<file path="src/rtl/abbt_pkg.sv">
// ----------------------------------------------------------------------------
// abbt_pkg
// shared widths, register indexes and types of the alpha bounding box trim
// ----------------------------------------------------------------------------
package abbt_pkg;

    localparam int FIELD_W         = 13;
    localparam int ALPHA_W         = 8;
    localparam int CFG_IDX_W       = 3;
    localparam int DEFAULT_MAX_DIM = 4096;

    // register indexes on the config port
    localparam logic [CFG_IDX_W-1:0] REG_FRAME_WIDTH  = 3'd0;
    localparam logic [CFG_IDX_W-1:0] REG_FRAME_HEIGHT = 3'd1;
    localparam logic [CFG_IDX_W-1:0] REG_NO_TRIM      = 3'd2;
    localparam logic [CFG_IDX_W-1:0] REG_BORDER_ON    = 3'd3;

    // size register write toward the tracker
    typedef struct packed {
        logic               width_we;
        logic               height_we;
        logic [FIELD_W-1:0] data;
    } dim_wr_t;

    // output shaping mode
    typedef struct packed {
        logic no_trim;
        logic border_on;
    } mode_t;

endpackage

</file>
<file path="src/rtl/abbt_tracker.sv">
// ----------------------------------------------------------------------------
// abbt_tracker
// raster position counters, size registers and ink extent trackers
// ----------------------------------------------------------------------------
module abbt_tracker #(
    parameter int MAX_DIM = abbt_pkg::DEFAULT_MAX_DIM,
    localparam int CW     = $clog2(MAX_DIM)
) (
    input  logic                         clk,
    input  logic                         rst_n,
    input  abbt_pkg::dim_wr_t            dim_wr,
    input  logic                         pix_valid,
    input  logic [abbt_pkg::ALPHA_W-1:0] pix_alpha,
    output logic                         done,
    output logic [CW-1:0]                done_left,
    output logic [CW-1:0]                done_right,
    output logic [CW-1:0]                done_top,
    output logic [CW-1:0]                done_bottom,
    output logic [CW-1:0]                width_m1,
    output logic [CW-1:0]                height_m1
);

    logic [CW-1:0] width_m1_reg,   width_m1_next;
    logic [CW-1:0] height_m1_reg,  height_m1_next;
    logic [CW-1:0] col_reg,        col_next;
    logic [CW-1:0] row_reg,        row_next;
    logic [CW-1:0] min_col_reg,    min_col_next;
    logic [CW-1:0] max_col_reg,    max_col_next;
    logic [CW-1:0] first_row_reg,  first_row_next;
    logic [CW-1:0] last_row_reg,   last_row_next;
    logic          top_found_reg,  top_found_next;
    logic          row_ink_reg,    row_ink_next;

    logic [CW-1:0] dim_m1;
    logic [CW-1:0] min_col_upd;
    logic [CW-1:0] max_col_upd;
    logic [CW-1:0] first_row_upd;
    logic [CW-1:0] last_row_upd;
    logic          ink;
    logic          row_ink_upd;
    logic          row_end;
    logic          frame_end;
    logic          row_hit;

    // size minus one, clamped to 1..MAX_DIM
    always_comb
    begin
        if (dim_wr.data == '0)
        begin
            dim_m1 = '0;
        end
        else if (32'(dim_wr.data) > 32'(MAX_DIM))
        begin
            dim_m1 = CW'(MAX_DIM - 1);
        end
        else
        begin
            dim_m1 = CW'(dim_wr.data - abbt_pkg::FIELD_W'(1));
        end
    end

    // trackers after the current pixel
    always_comb
    begin
        ink           = (pix_alpha != '0);
        min_col_upd   = (ink && (col_reg < min_col_reg)) ? col_reg : min_col_reg;
        max_col_upd   = (ink && (col_reg > max_col_reg)) ? col_reg : max_col_reg;
        row_ink_upd   = row_ink_reg | ink;
        row_end       = (col_reg == width_m1_reg);
        frame_end     = row_end && (row_reg == height_m1_reg);
        row_hit       = row_end && row_ink_upd;
        first_row_upd = (row_hit && !top_found_reg) ? row_reg : first_row_reg;
        last_row_upd  = row_hit ? row_reg : last_row_reg;
    end

    always_comb
    begin
        width_m1_next  = width_m1_reg;
        height_m1_next = height_m1_reg;
        col_next       = col_reg;
        row_next       = row_reg;
        min_col_next   = min_col_reg;
        max_col_next   = max_col_reg;
        first_row_next = first_row_reg;
        last_row_next  = last_row_reg;
        top_found_next = top_found_reg;
        row_ink_next   = row_ink_reg;

        if (dim_wr.width_we || dim_wr.height_we)
        begin
            // new size drops the frame in flight
            if (dim_wr.width_we)
            begin
                width_m1_next = dim_m1;
            end
            if (dim_wr.height_we)
            begin
                height_m1_next = dim_m1;
            end
            col_next       = '0;
            row_next       = '0;
            min_col_next   = dim_wr.width_we ? dim_m1 : width_m1_reg;
            max_col_next   = '0;
            first_row_next = dim_wr.height_we ? dim_m1 : height_m1_reg;
            last_row_next  = '0;
            top_found_next = 1'b0;
            row_ink_next   = 1'b0;
        end
        else if (pix_valid)
        begin
            if (frame_end)
            begin
                col_next       = '0;
                row_next       = '0;
                min_col_next   = width_m1_reg;
                max_col_next   = '0;
                first_row_next = height_m1_reg;
                last_row_next  = '0;
                top_found_next = 1'b0;
                row_ink_next   = 1'b0;
            end
            else
            begin
                min_col_next   = min_col_upd;
                max_col_next   = max_col_upd;
                first_row_next = first_row_upd;
                last_row_next  = last_row_upd;
                top_found_next = top_found_reg | row_hit;
                if (row_end)
                begin
                    col_next     = '0;
                    row_next     = row_reg + CW'(1);
                    row_ink_next = 1'b0;
                end
                else
                begin
                    col_next     = col_reg + CW'(1);
                    row_ink_next = row_ink_upd;
                end
            end
        end
    end

    always_ff @(posedge clk or negedge rst_n)
    begin
        if (!rst_n)
        begin
            width_m1_reg  <= '0;
            height_m1_reg <= '0;
            col_reg       <= '0;
            row_reg       <= '0;
            min_col_reg   <= '0;
            max_col_reg   <= '0;
            first_row_reg <= '0;
            last_row_reg  <= '0;
            top_found_reg <= 1'b0;
            row_ink_reg   <= 1'b0;
        end
        else
        begin
            width_m1_reg  <= width_m1_next;
            height_m1_reg <= height_m1_next;
            col_reg       <= col_next;
            row_reg       <= row_next;
            min_col_reg   <= min_col_next;
            max_col_reg   <= max_col_next;
            first_row_reg <= first_row_next;
            last_row_reg  <= last_row_next;
            top_found_reg <= top_found_next;
            row_ink_reg   <= row_ink_next;
        end
    end

    assign done        = pix_valid && frame_end;
    assign done_left   = min_col_upd;
    assign done_right  = max_col_upd;
    assign done_top    = first_row_upd;
    assign done_bottom = last_row_upd;
    assign width_m1    = width_m1_reg;
    assign height_m1   = height_m1_reg;

endmodule

</file>
<file path="src/rtl/abbt_finish.sv">
// ----------------------------------------------------------------------------
// abbt_finish
// holds the raw extent of a finished frame and shapes it into the result
// ----------------------------------------------------------------------------
module abbt_finish #(
    parameter int MAX_DIM = abbt_pkg::DEFAULT_MAX_DIM,
    localparam int CW     = $clog2(MAX_DIM)
) (
    input  logic                         clk,
    input  logic                         rst_n,
    input  logic                         done,
    input  logic [CW-1:0]                done_left,
    input  logic [CW-1:0]                done_right,
    input  logic [CW-1:0]                done_top,
    input  logic [CW-1:0]                done_bottom,
    input  abbt_pkg::mode_t              mode,
    input  logic [CW-1:0]                width_m1,
    input  logic [CW-1:0]                height_m1,
    output logic                         busy,
    output logic                         out_valid,
    input  logic                         out_stall,
    output logic [abbt_pkg::FIELD_W-1:0] box_left,
    output logic [abbt_pkg::FIELD_W-1:0] box_top,
    output logic [abbt_pkg::FIELD_W-1:0] box_right,
    output logic [abbt_pkg::FIELD_W-1:0] box_bottom,
    output logic [abbt_pkg::FIELD_W-1:0] box_width,
    output logic [abbt_pkg::FIELD_W-1:0] box_height
);

    localparam int FW = abbt_pkg::FIELD_W;
    localparam int XW = (CW + 1 > FW) ? CW + 1 : FW;

    logic            fin_valid_reg, fin_valid_next;
    logic [CW-1:0]   fin_left_reg;
    logic [CW-1:0]   fin_right_reg;
    logic [CW-1:0]   fin_top_reg;
    logic [CW-1:0]   fin_bottom_reg;
    abbt_pkg::mode_t fin_mode_reg;

    logic            out_valid_reg, out_valid_next;
    logic [FW-1:0]   left_reg, top_reg, right_reg, bottom_reg, width_reg, height_reg;

    logic            advance;
    logic [XW-1:0]   wm1_x, hm1_x;
    logic [XW-1:0]   l_raw, r_raw, t_raw, b_raw;
    logic [XW-1:0]   l_box, r_box, t_box, b_box;
    logic [XW-1:0]   w_box, h_box;

    assign advance = fin_valid_reg && (!out_valid_reg || !out_stall);
    assign busy    = fin_valid_reg && !advance;

    always_comb
    begin
        wm1_x = XW'(width_m1);
        hm1_x = XW'(height_m1);

        if (fin_mode_reg.no_trim)
        begin
            l_raw = '0;
            t_raw = '0;
            r_raw = wm1_x;
            b_raw = hm1_x;
        end
        else
        begin
            // empty frame collapses onto the right column and the top row
            l_raw = XW'(fin_left_reg);
            r_raw = (fin_left_reg > fin_right_reg) ? XW'(fin_left_reg) : XW'(fin_right_reg);
            t_raw = (fin_top_reg > fin_bottom_reg) ? XW'(fin_bottom_reg) : XW'(fin_top_reg);
            b_raw = XW'(fin_bottom_reg);
        end

        // grow by one where the image allows, then shift by one
        if (fin_mode_reg.border_on)
        begin
            l_box = (l_raw == '0) ? XW'(1) : l_raw;
            t_box = (t_raw == '0) ? XW'(1) : t_raw;
            r_box = (r_raw < wm1_x) ? r_raw + XW'(2) : r_raw + XW'(1);
            b_box = (b_raw < hm1_x) ? b_raw + XW'(2) : b_raw + XW'(1);
        end
        else
        begin
            l_box = l_raw;
            t_box = t_raw;
            r_box = r_raw;
            b_box = b_raw;
        end

        w_box = r_box - l_box + XW'(1);
        h_box = b_box - t_box + XW'(1);
    end

    always_comb
    begin
        fin_valid_next = done || (fin_valid_reg && !advance);
        out_valid_next = advance || (out_valid_reg && out_stall);
    end

    always_ff @(posedge clk or negedge rst_n)
    begin
        if (!rst_n)
        begin
            fin_valid_reg <= 1'b0;
            out_valid_reg <= 1'b0;
        end
        else
        begin
            fin_valid_reg <= fin_valid_next;
            out_valid_reg <= out_valid_next;
        end
    end

    always_ff @(posedge clk)
    begin
        if (done)
        begin
            fin_left_reg   <= done_left;
            fin_right_reg  <= done_right;
            fin_top_reg    <= done_top;
            fin_bottom_reg <= done_bottom;
            fin_mode_reg   <= mode;
        end
        if (advance)
        begin
            left_reg   <= l_box[FW-1:0];
            top_reg    <= t_box[FW-1:0];
            right_reg  <= r_box[FW-1:0];
            bottom_reg <= b_box[FW-1:0];
            width_reg  <= w_box[FW-1:0];
            height_reg <= h_box[FW-1:0];
        end
    end

    assign out_valid  = out_valid_reg;
    assign box_left   = left_reg;
    assign box_top    = top_reg;
    assign box_right  = right_reg;
    assign box_bottom = bottom_reg;
    assign box_width  = width_reg;
    assign box_height = height_reg;

endmodule

</file>
<file path="src/rtl/alpha_bounding_box_trim.sv">
// ----------------------------------------------------------------------------
// alpha_bounding_box_trim
// finds the box around the nonzero alpha of a raster frame
// ----------------------------------------------------------------------------
// usage
//   pixel channel: in_valid / in_stall / alpha, one alpha byte per pixel in
//   raster order, frame_width by frame_height pixels per frame
//   result channel: out_valid / out_stall / box_*, one transaction per frame
//   config channel: cfg_valid / cfg_ready / cfg_index / cfg_data, written
//   while the block is idle; index 0 width, 1 height, 2 no trim,
//   3 border on, other indexes ignored; a size write restarts the frame
// throughput: one pixel per cycle while in_stall is low, set by the single tracker update per pixel
// result path: the edge that accepts the last pixel loads the finish register;
//   out_valid rises as the frame moves on from there into the result register
// stall: while the result register is stalled a finished frame waits in the
//   finish register; in_stall is high while the finish register holds a
//   frame that cannot move on, so pixels flow while only one result waits
// reset: size registers 1, no trim 0, border on 1, trackers cleared,
//   no result pending; cfg_ready is always high
// ----------------------------------------------------------------------------
module alpha_bounding_box_trim #(
    parameter int MAX_DIM = abbt_pkg::DEFAULT_MAX_DIM
) (
    input  logic                           clk,
    input  logic                           rst_n,
    // pixel channel
    input  logic                           in_valid,
    output logic                           in_stall,
    input  logic [abbt_pkg::ALPHA_W-1:0]   alpha,
    // result channel
    output logic                           out_valid,
    input  logic                           out_stall,
    output logic [abbt_pkg::FIELD_W-1:0]   box_left,
    output logic [abbt_pkg::FIELD_W-1:0]   box_top,
    output logic [abbt_pkg::FIELD_W-1:0]   box_right,
    output logic [abbt_pkg::FIELD_W-1:0]   box_bottom,
    output logic [abbt_pkg::FIELD_W-1:0]   box_width,
    output logic [abbt_pkg::FIELD_W-1:0]   box_height,
    // config channel
    input  logic                           cfg_valid,
    output logic                           cfg_ready,
    input  logic [abbt_pkg::CFG_IDX_W-1:0] cfg_index,
    input  logic [abbt_pkg::FIELD_W-1:0]   cfg_data
);

    localparam int CW = $clog2(MAX_DIM);

    abbt_pkg::mode_t   mode_reg, mode_next;
    abbt_pkg::dim_wr_t dim_wr;

    logic          cfg_we;
    logic          pix_accept;
    logic          busy;
    logic          done;
    logic [CW-1:0] done_left, done_right, done_top, done_bottom;
    logic [CW-1:0] width_m1, height_m1;

    assign cfg_ready  = 1'b1;
    assign cfg_we     = cfg_valid && cfg_ready;
    assign in_stall   = busy;
    assign pix_accept = in_valid && !in_stall;

    // register decode
    always_comb
    begin
        mode_next        = mode_reg;
        dim_wr.width_we  = 1'b0;
        dim_wr.height_we = 1'b0;
        dim_wr.data      = cfg_data;
        if (cfg_we)
        begin
            unique case (cfg_index)
                abbt_pkg::REG_FRAME_WIDTH:  dim_wr.width_we    = 1'b1;
                abbt_pkg::REG_FRAME_HEIGHT: dim_wr.height_we   = 1'b1;
                abbt_pkg::REG_NO_TRIM:      mode_next.no_trim   = cfg_data[0];
                abbt_pkg::REG_BORDER_ON:    mode_next.border_on = cfg_data[0];
                default:                    mode_next           = mode_reg;
            endcase
        end
    end

    always_ff @(posedge clk or negedge rst_n)
    begin
        if (!rst_n)
        begin
            mode_reg.no_trim   <= 1'b0;
            mode_reg.border_on <= 1'b1;
        end
        else
        begin
            mode_reg <= mode_next;
        end
    end

    // per-pixel extent tracking
    abbt_tracker #(
        .MAX_DIM (MAX_DIM)
    ) u_tracker (
        .clk         (clk),
        .rst_n       (rst_n),
        .dim_wr      (dim_wr),
        .pix_valid   (pix_accept),
        .pix_alpha   (alpha),
        .done        (done),
        .done_left   (done_left),
        .done_right  (done_right),
        .done_top    (done_top),
        .done_bottom (done_bottom),
        .width_m1    (width_m1),
        .height_m1   (height_m1)
    );

    // box shaping and result register
    abbt_finish #(
        .MAX_DIM (MAX_DIM)
    ) u_finish (
        .clk         (clk),
        .rst_n       (rst_n),
        .done        (done),
        .done_left   (done_left),
        .done_right  (done_right),
        .done_top    (done_top),
        .done_bottom (done_bottom),
        .mode        (mode_reg),
        .width_m1    (width_m1),
        .height_m1   (height_m1),
        .busy        (busy),
        .out_valid   (out_valid),
        .out_stall   (out_stall),
        .box_left    (box_left),
        .box_top     (box_top),
        .box_right   (box_right),
        .box_bottom  (box_bottom),
        .box_width   (box_width),
        .box_height  (box_height)
    );

endmodule

</file>
<file path="config.mk">
export PLATFORM = sky130hd
export DESIGN_NAME = alpha_bounding_box_trim
export DESIGN_NICKNAME = d
export VERILOG_FILES = /design/src/rtl/abbt_pkg.sv /design/src/rtl/abbt_tracker.sv /design/src/rtl/abbt_finish.sv /design/src/rtl/alpha_bounding_box_trim.sv
export SDC_FILE = /design/constraint.sdc
export NUM_CORES = 1
export LEC_CHECK = 0
export ABC_AREA = 1
export BUFFER_PORTS_ARGS = -buffer_cell sky130_fd_sc_hd__buf_4
export CAP_MARGIN = 0
export CORE_MARGIN = 8
export CORE_UTILIZATION = 61
export DETAILED_ROUTE_END_ITERATION = 10
export GPL_TIMING_DRIVEN = 1
export PLACE_DENSITY_LB_ADDON = 0.05
export REMOVE_ABC_BUFFERS = 1
export SYNTH_ARGS = -nofsm -noshare
export SYNTH_HDL_FRONTEND = slang
export SYNTH_SLANG_ARGS = --single-unit
</file>
<file path="constraint.sdc">
create_clock -name clk -period 6.76 [get_ports clk]
set_clock_uncertainty 0.2 [all_clocks]
set_input_delay 0 -clock clk [delete_from_list [all_inputs] [get_ports clk]]
set_output_delay 0 -clock clk [all_outputs]
set_load 0.01 [all_outputs]
</file>
# Word level (Yosys, flattened, before mapping)

Index checks and enable logic that the tools add are counted.

$add $sub $neg: 11
Bitwise operators: 2
Multiplexer cells: 52
Reduce and logical (&&, ||, !) cells: 29
Order comparisons: 7
Equality and inequality tests: 5

Operators with widths:

| cell                                                                  | count |
|---|---|
| 12-bit two-way mux                                                    | 33 |
| 13-bit two-way mux                                                    | 9 |
| 13-bit by 1-bit adder with 13-bit output, second input constant       | 3 |
| 13-bit logical NOT                                                    | 3 |
| 12-bit > comparator                                                   | 3 |
| 13-bit subtractor                                                     | 2 |
| 12-bit by 1-bit adder with 12-bit output, second input constant       | 2 |
| 12-bit equality test                                                  | 2 |
| 12-bit < comparator                                                   | 2 |
| 12-bit by 1-bit adder with 13-bit output, second input constant       | 1 |
| 12-bit by 2-bit adder with 13-bit output, second input constant       | 1 |
| 13-bit by 2-bit adder with 13-bit output, second input constant       | 1 |
| 13-bit > comparator, second input constant                            | 1 |
| 13-bit by 12-bit < comparator with 1-bit output                       | 1 |
| 12-bit by 1-bit subtractor with 12-bit output, second input constant  | 1 |
| 1-bit logical AND                                                     | 10 |
| 1-bit two-way mux                                                     | 9 |
| 8-bit nonzero test                                                    | 1 |
| 3-bit by 2-bit equality test with 1-bit output, second input constant | 2 |
| 2-bit AND reduction                                                   | 3 |
| 1-bit logical NOT                                                     | 5 |
| 1-bit logical OR                                                      | 4 |
| 3-bit by 1-bit equality test with 1-bit output, second input constant | 1 |
| 3-bit logical NOT                                                     | 1 |
| other kinds (4)                                                       | 5 |

Bits in registers: 230

# Depth between registers and ports, before layout

Depth after elaboration: 9
Depth in mapped cells: 37

# By module

Synthesis repeated with hierarchy kept, for this count alone.

Cell total of the unflattened synthesis: 1912
Area, all modules: 15252.1 um2

Modules (own cells, without submodules):

| module                  | cells an instance | instances | area each (um2) |
|---|---|---|---|
| abbt_finish             | 840               | 1         | 8069.0 |
| abbt_tracker            | 1048              | 1         | 7033.0 |
| alpha_bounding_box_trim | 24                | 1         | 150.1 |

# Least setup slack after synthesis

OpenSTA, ideal clock, no wires.

Path type: register -> register
Start: register u_finish.fin_left_reg[11]
End: register u_finish.width_reg[11], in the netlist u_finish.box_width[11], data pin
Setup slack: 1647 ps
Arrival: 4655 ps
Library setup time: 258 ps
Required time: 6302 ps
Buffers on the path: 1
Stages on the path, launching flop included: 34
Cell sequence: edfxtp_1 -> ha_1 -> nand2_1 -> inv_1 -> nand2_1 -> nor2_1 -> nand2_1 -> nand3_2 -> nand2_4 -> buf_6 -> nand2_1 -> nand3_1 -> o21ai_2 -> inv_1 -> ha_1 -> a21oi_1 -> o21ai_0 -> a221oi_4 -> nand3_1 -> o21ai_0 -> nor2_1 -> ha_1 -> inv_1 -> ha_1 -> fa_1 -> nand3_1 -> nand2_1 -> a21oi_1 -> o21bai_1 -> a21o_1 -> a21oi_1 -> o21ai_0 -> a21oi_1 -> xnor2_1

Cells in the longest elaborated chain, start to end: 8
Elaborated cells between the ends (all ways): 14
Classes of those cells: 4 x add/sub; 2 x order compare; 7 x mux; 1 x reduce/logical

RTL lines:

| item                                                                   | line               | RTL |
|---|---|---|
| start, declared                                                        | abbt_finish.sv:34  | `logic [CW-1:0] fin_left_reg;` |
| start signal, assigned                                                 | abbt_finish.sv:117 | `fin_left_reg <= done_left;` |
| 12-bit > comparator                                                    | abbt_finish.sv:68  | `r_raw = (fin_left_reg > fin_right_reg) ? XW'(fin_left_reg) : XW'(fin_right_reg);` |
| 12-bit two-way mux                                                     | abbt_finish.sv:68  |  |
| 13-bit two-way mux                                                     | abbt_finish.sv:57  | `if (fin_mode_reg.no_trim)` |
| 13-bit by 1-bit adder with 13-bit output, or another cell as far along | abbt_finish.sv:78  | `r_box = (r_raw < wm1_x) ? r_raw + XW'(2) : r_raw + XW'(1);` |
| 13-bit two-way mux                                                     | abbt_finish.sv:78  |  |
| 13-bit two-way mux                                                     | abbt_finish.sv:74  | `if (fin_mode_reg.border_on)` |
| 13-bit subtractor (*)                                                  | abbt_finish.sv:89  | `w_box = r_box - l_box + XW'(1);` |
| 13-bit by 1-bit adder with 13-bit output (*)                           | abbt_finish.sv:89  |  |
| named net u_finish.w_box[11]                                           | abbt_finish.sv:47  | `logic [XW-1:0] w_box, h_box;` |
| end signal, assigned                                                   | abbt_finish.sv:129 | `width_reg <= w_box[FW-1:0];` |
| end, declared                                                          | abbt_finish.sv:41  | `logic [FW-1:0] left_reg, top_reg, right_reg, bottom_reg, width_reg, height_reg;` |

The timed path passes the listed nets; every way through them passes the cells marked *.
A chain may end at the register's enable or synchronous reset.

# Worst setup path in the final report

Start: register u_finish.fin_left_reg[11]
End: register u_finish.width_reg[11], in the netlist u_finish.box_width[11], data pin

Cells in the longest elaborated chain, start to end: 8
Elaborated cells between the ends (all ways): 14
Classes of those cells: 4 x add/sub; 2 x order compare; 7 x mux; 1 x reduce/logical

RTL lines:

| item                                                                   | line              | RTL |
|---|---|---|
| 12-bit > comparator                                                    | abbt_finish.sv:68 |  |
| 12-bit two-way mux (*)                                                 | abbt_finish.sv:68 |  |
| 13-bit two-way mux (*)                                                 | abbt_finish.sv:57 |  |
| 13-bit by 1-bit adder with 13-bit output, or another cell as far along | abbt_finish.sv:78 |  |
| 13-bit two-way mux                                                     | abbt_finish.sv:78 |  |
| 13-bit two-way mux (*)                                                 | abbt_finish.sv:74 |  |
| named net u_finish.r_box[2]                                            | abbt_finish.sv:46 | `logic [XW-1:0] l_box, r_box, t_box, b_box;` |
| 13-bit subtractor (*)                                                  | abbt_finish.sv:89 |  |
| 13-bit by 1-bit adder with 13-bit output (*)                           | abbt_finish.sv:89 |  |
| named net u_finish.w_box[11]                                           | abbt_finish.sv:47 |  |

Marks and branches as above.

==> impl_metrics.tcl <==
set metrics [dict create \
    max_freq_ghz 0.168 \
    slowest_delay_ns 0.49 \
    cp.required_ns 6.83 \
    grt_max_degree 74 \
    syn_area_per_cell_um2 8.60 \
    slew-limit-headroom_pct 20.2 \
    layout_common_cells "300 x nand2_1, 274 x inv_1, 128 x nor2_1, 126 x edfxtp_1, 123 x ha_1" \
    endpoint_kind "flip-flop" \
    clk_latency_ns 0.54 \
    synth_area_leaders "edfxtp_1 26%, dfrtp_1 18%, ha_1 11%" \
    clockBufferDepth 3 \
    wl_per_cell_um 17.6 \
    drt_iter0_markers 1069 \
    synth_area_um2 14400 \
    synth_adder_area_share_pct 10.9 \
    area_delta_synth_final_pct 16.0 \
    dieHeight_um 170 \
    cpLargestDelayFamily "compound AO/OA/AOI/OAI gates" \
    hold_slack_ns 0.0777 \
    synthCells 1678 \
    port_buffers 106 \
    coreArea_um2 23300 \
    synth_top_family_by_area "simple AND/OR/NAND/NOR gates" \
    synth_mux_area_share_pct 0 \
    synth_xor_area_share_pct 3.61 \
    hold_class "input pin to flip-flop" \
    cp_common_cell "nand2_1" \
    die_w_um 170 \
    viasPerCell 5.56 \
    final_common_cell "nand2_1" \
    drc 0 \
    ios 110 \
    drive_gt1_share_pct 12.4 \
    synth_warnings 0 \
    power.leakage_uw 0.00793 \
    postCtsSetupBuffers 0 \
    antenna_found_initial 0 \
    synth_cell_types 60 \
    hold_viol 0 \
    cp.arrival_ns 6.04 \
    cpMaxStageDelayCell "fa_1" \
    start_util_pct 61.9 \
    num-fill-cells 1839 \
    peakVddDrop_v 0.000313 \
    cts_tree "done" \
    place_hpwl_um 27900 \
    ant_nets 0 \
    cts.root.buffer_cell "clkbuf_16" \
    globalplace.congestion 0.947 \
    clock_sinks 228 \
    drt-pass1-iter-count 6 \
    yosysSeqAreaShare_pct 43.9 \
    rsz0062_at_grt "false" \
    die_area_um2 28800 \
    outcome "completed" \
    post-route-min-period_ns 5.96 \
    cap_violations 0 \
    cts.clk_slew.worst_paths_ns 0.06 \
    synth_compound_area_share_pct 13.7 \
    ys_seq_elements 228 \
    tns_ns 0 \
    cellPowerDensity_nw_per_um2 261 \
    worstPathBufferInverterCount 4 \
    drv_slew 0 \
    period_share_pct 88.2 \
    grt_pass1_wl_um 60400 \
    overflow 0 \
    setup_violations 0 \
    synth_simple_gate_area_share_pct 18.6 \
    antenna_cells 0 \
    cts_htree_levels 1 \
    start_kind "flip-flop" \
    utilization_pct 71.8 \
    worstPathMaxFanout 13 \
    vias 11925 \
    power_uw 4380 \
    nets 1962 \
    rows 56 \
    grt_pass1_vias 11509 \
    wl_um 37700 \
    worstSetupPathType "flip-flop to flip-flop" \
    numCtsBuffers 25 \
    synth_top_area_share_pct 26.2 \
    grt_usage_pct 26.1 \
    yosysTopAreaCell "edfxtp_1" \
    worstMarginPinSlew_ns 1.19 \
]
[per-stage QoR]
step | std cells | setup WS [ns] | area [µm²]
2_1_floorplan | 1633 | 1.52 | 14200
3_3_place_gp | 2063 | 0.963 | 15400
3_5_place_dp | 2063 | 0.832 | 15400
4_1_cts | 2146 | 0.803 | 16700
5_1_grt | 2146 | 0.335 | 16700
6_report | 2146 | 0.797 | 16700
[cell families (layout without fill, tap and decap cells)]
group,Yosys count,after routing
AO/OA/AOI/OAI,331,331
XOR/XNOR,58,58
adder cells (fa/ha/maj),125,125
buffers and inverters,336,484
flip-flops,228,228
other,2,3
AND/OR/NAND/NOR,598,598
[final timing paths]
kind / cells past startpoint / from / slack, ns / end
hold reg to reg: 0 / mode_reg[1]$_DFFE_PN0P_ / 0.27 / u_finish.fin_mode_reg[1]$_DFFE_PP_
hold / removal: 4 / out_stall / 0.08 / u_finish.out_valid$_DFF_PN0_
min in group asynchronous: 4 / rst_n / 0.33 / u_tracker.width_m1[7]$_DFFE_PN0N_
setup / recovery: 32 / u_finish.fin_left_reg[11]$_DFFE_PP_ / 0.80 / u_finish.box_width[11]$_DFFE_PP_
setup reg to reg: 32 / u_finish.fin_left_reg[11]$_DFFE_PP_ / 0.80 / u_finish.box_width[11]$_DFFE_PP_
max in group asynchronous: 4 / rst_n / 5.17 / u_tracker.height_m1[11]$_DFFE_PN0N_
[final cells by class]
type	instances	area [µm²]	area share [%]
multi-input combinational	1115	6780	40.5
sequential	228	6340	37.8
timing repair buffer	148	1210	7.25
inverter	290	1090	6.52
clock buffer	30	708	4.23
tap	319	399	2.38
clock inverter	16	216	1.29
[worst min-delay path, delay by kind of cell]
family	cells	cell delay [ns]
buffers and inverters	2	0.66
AND/OR/NAND/NOR	2	0.12
[power breakdown]
| group | switching, µW | internal (µW) |
|---|---|---|
| combinational | 727 | 396 |
| clock | 596 | 914 |
| sequential | 126 | 1620 |
| total | 1450 | 2930 |
[cells in the mapped netlist, drive strengths merged]
cell type	instances
a211oi	4
a21boi	3
a21o	3
a21oi	82
a221oi	2
a22o	3
a22oi	19
a31oi	4
and2	2
buf	30
clkbuf	16
clkinv	2
conb	2
dfrtp	101
dfstp	1
edfxtp	126
fa	2
ha	123
inv	288
nand2	318
nand3	72
nand3b	3
nand4	20
nor2	133
nor3	34
nor4	9
o2111ai	2
o211ai	7
o21a	29
o21ai	152
o21bai	5
o221ai	2
o22ai	13
o2bb2ai	1
or2	7
xnor2	8
xnor3	1
xor2	49
[layer usage]
metal	vias to the layer above	GRT usage (%)	part of all wire (%)
li1	5856	-	-
met2	453	41.1	44
met4	0	7.08	2.2
met1	5552	37.0	46
met5	-	0	0
met3	64	3.99	7.9
[timing repair]
item                                   CTS  global route
setup endpoints to repair                0             0
hold buffers                            37             0
endpoints found under the hold margin  160             0
resized for setup                        0             0
Power figures use the tool's default switching activity.
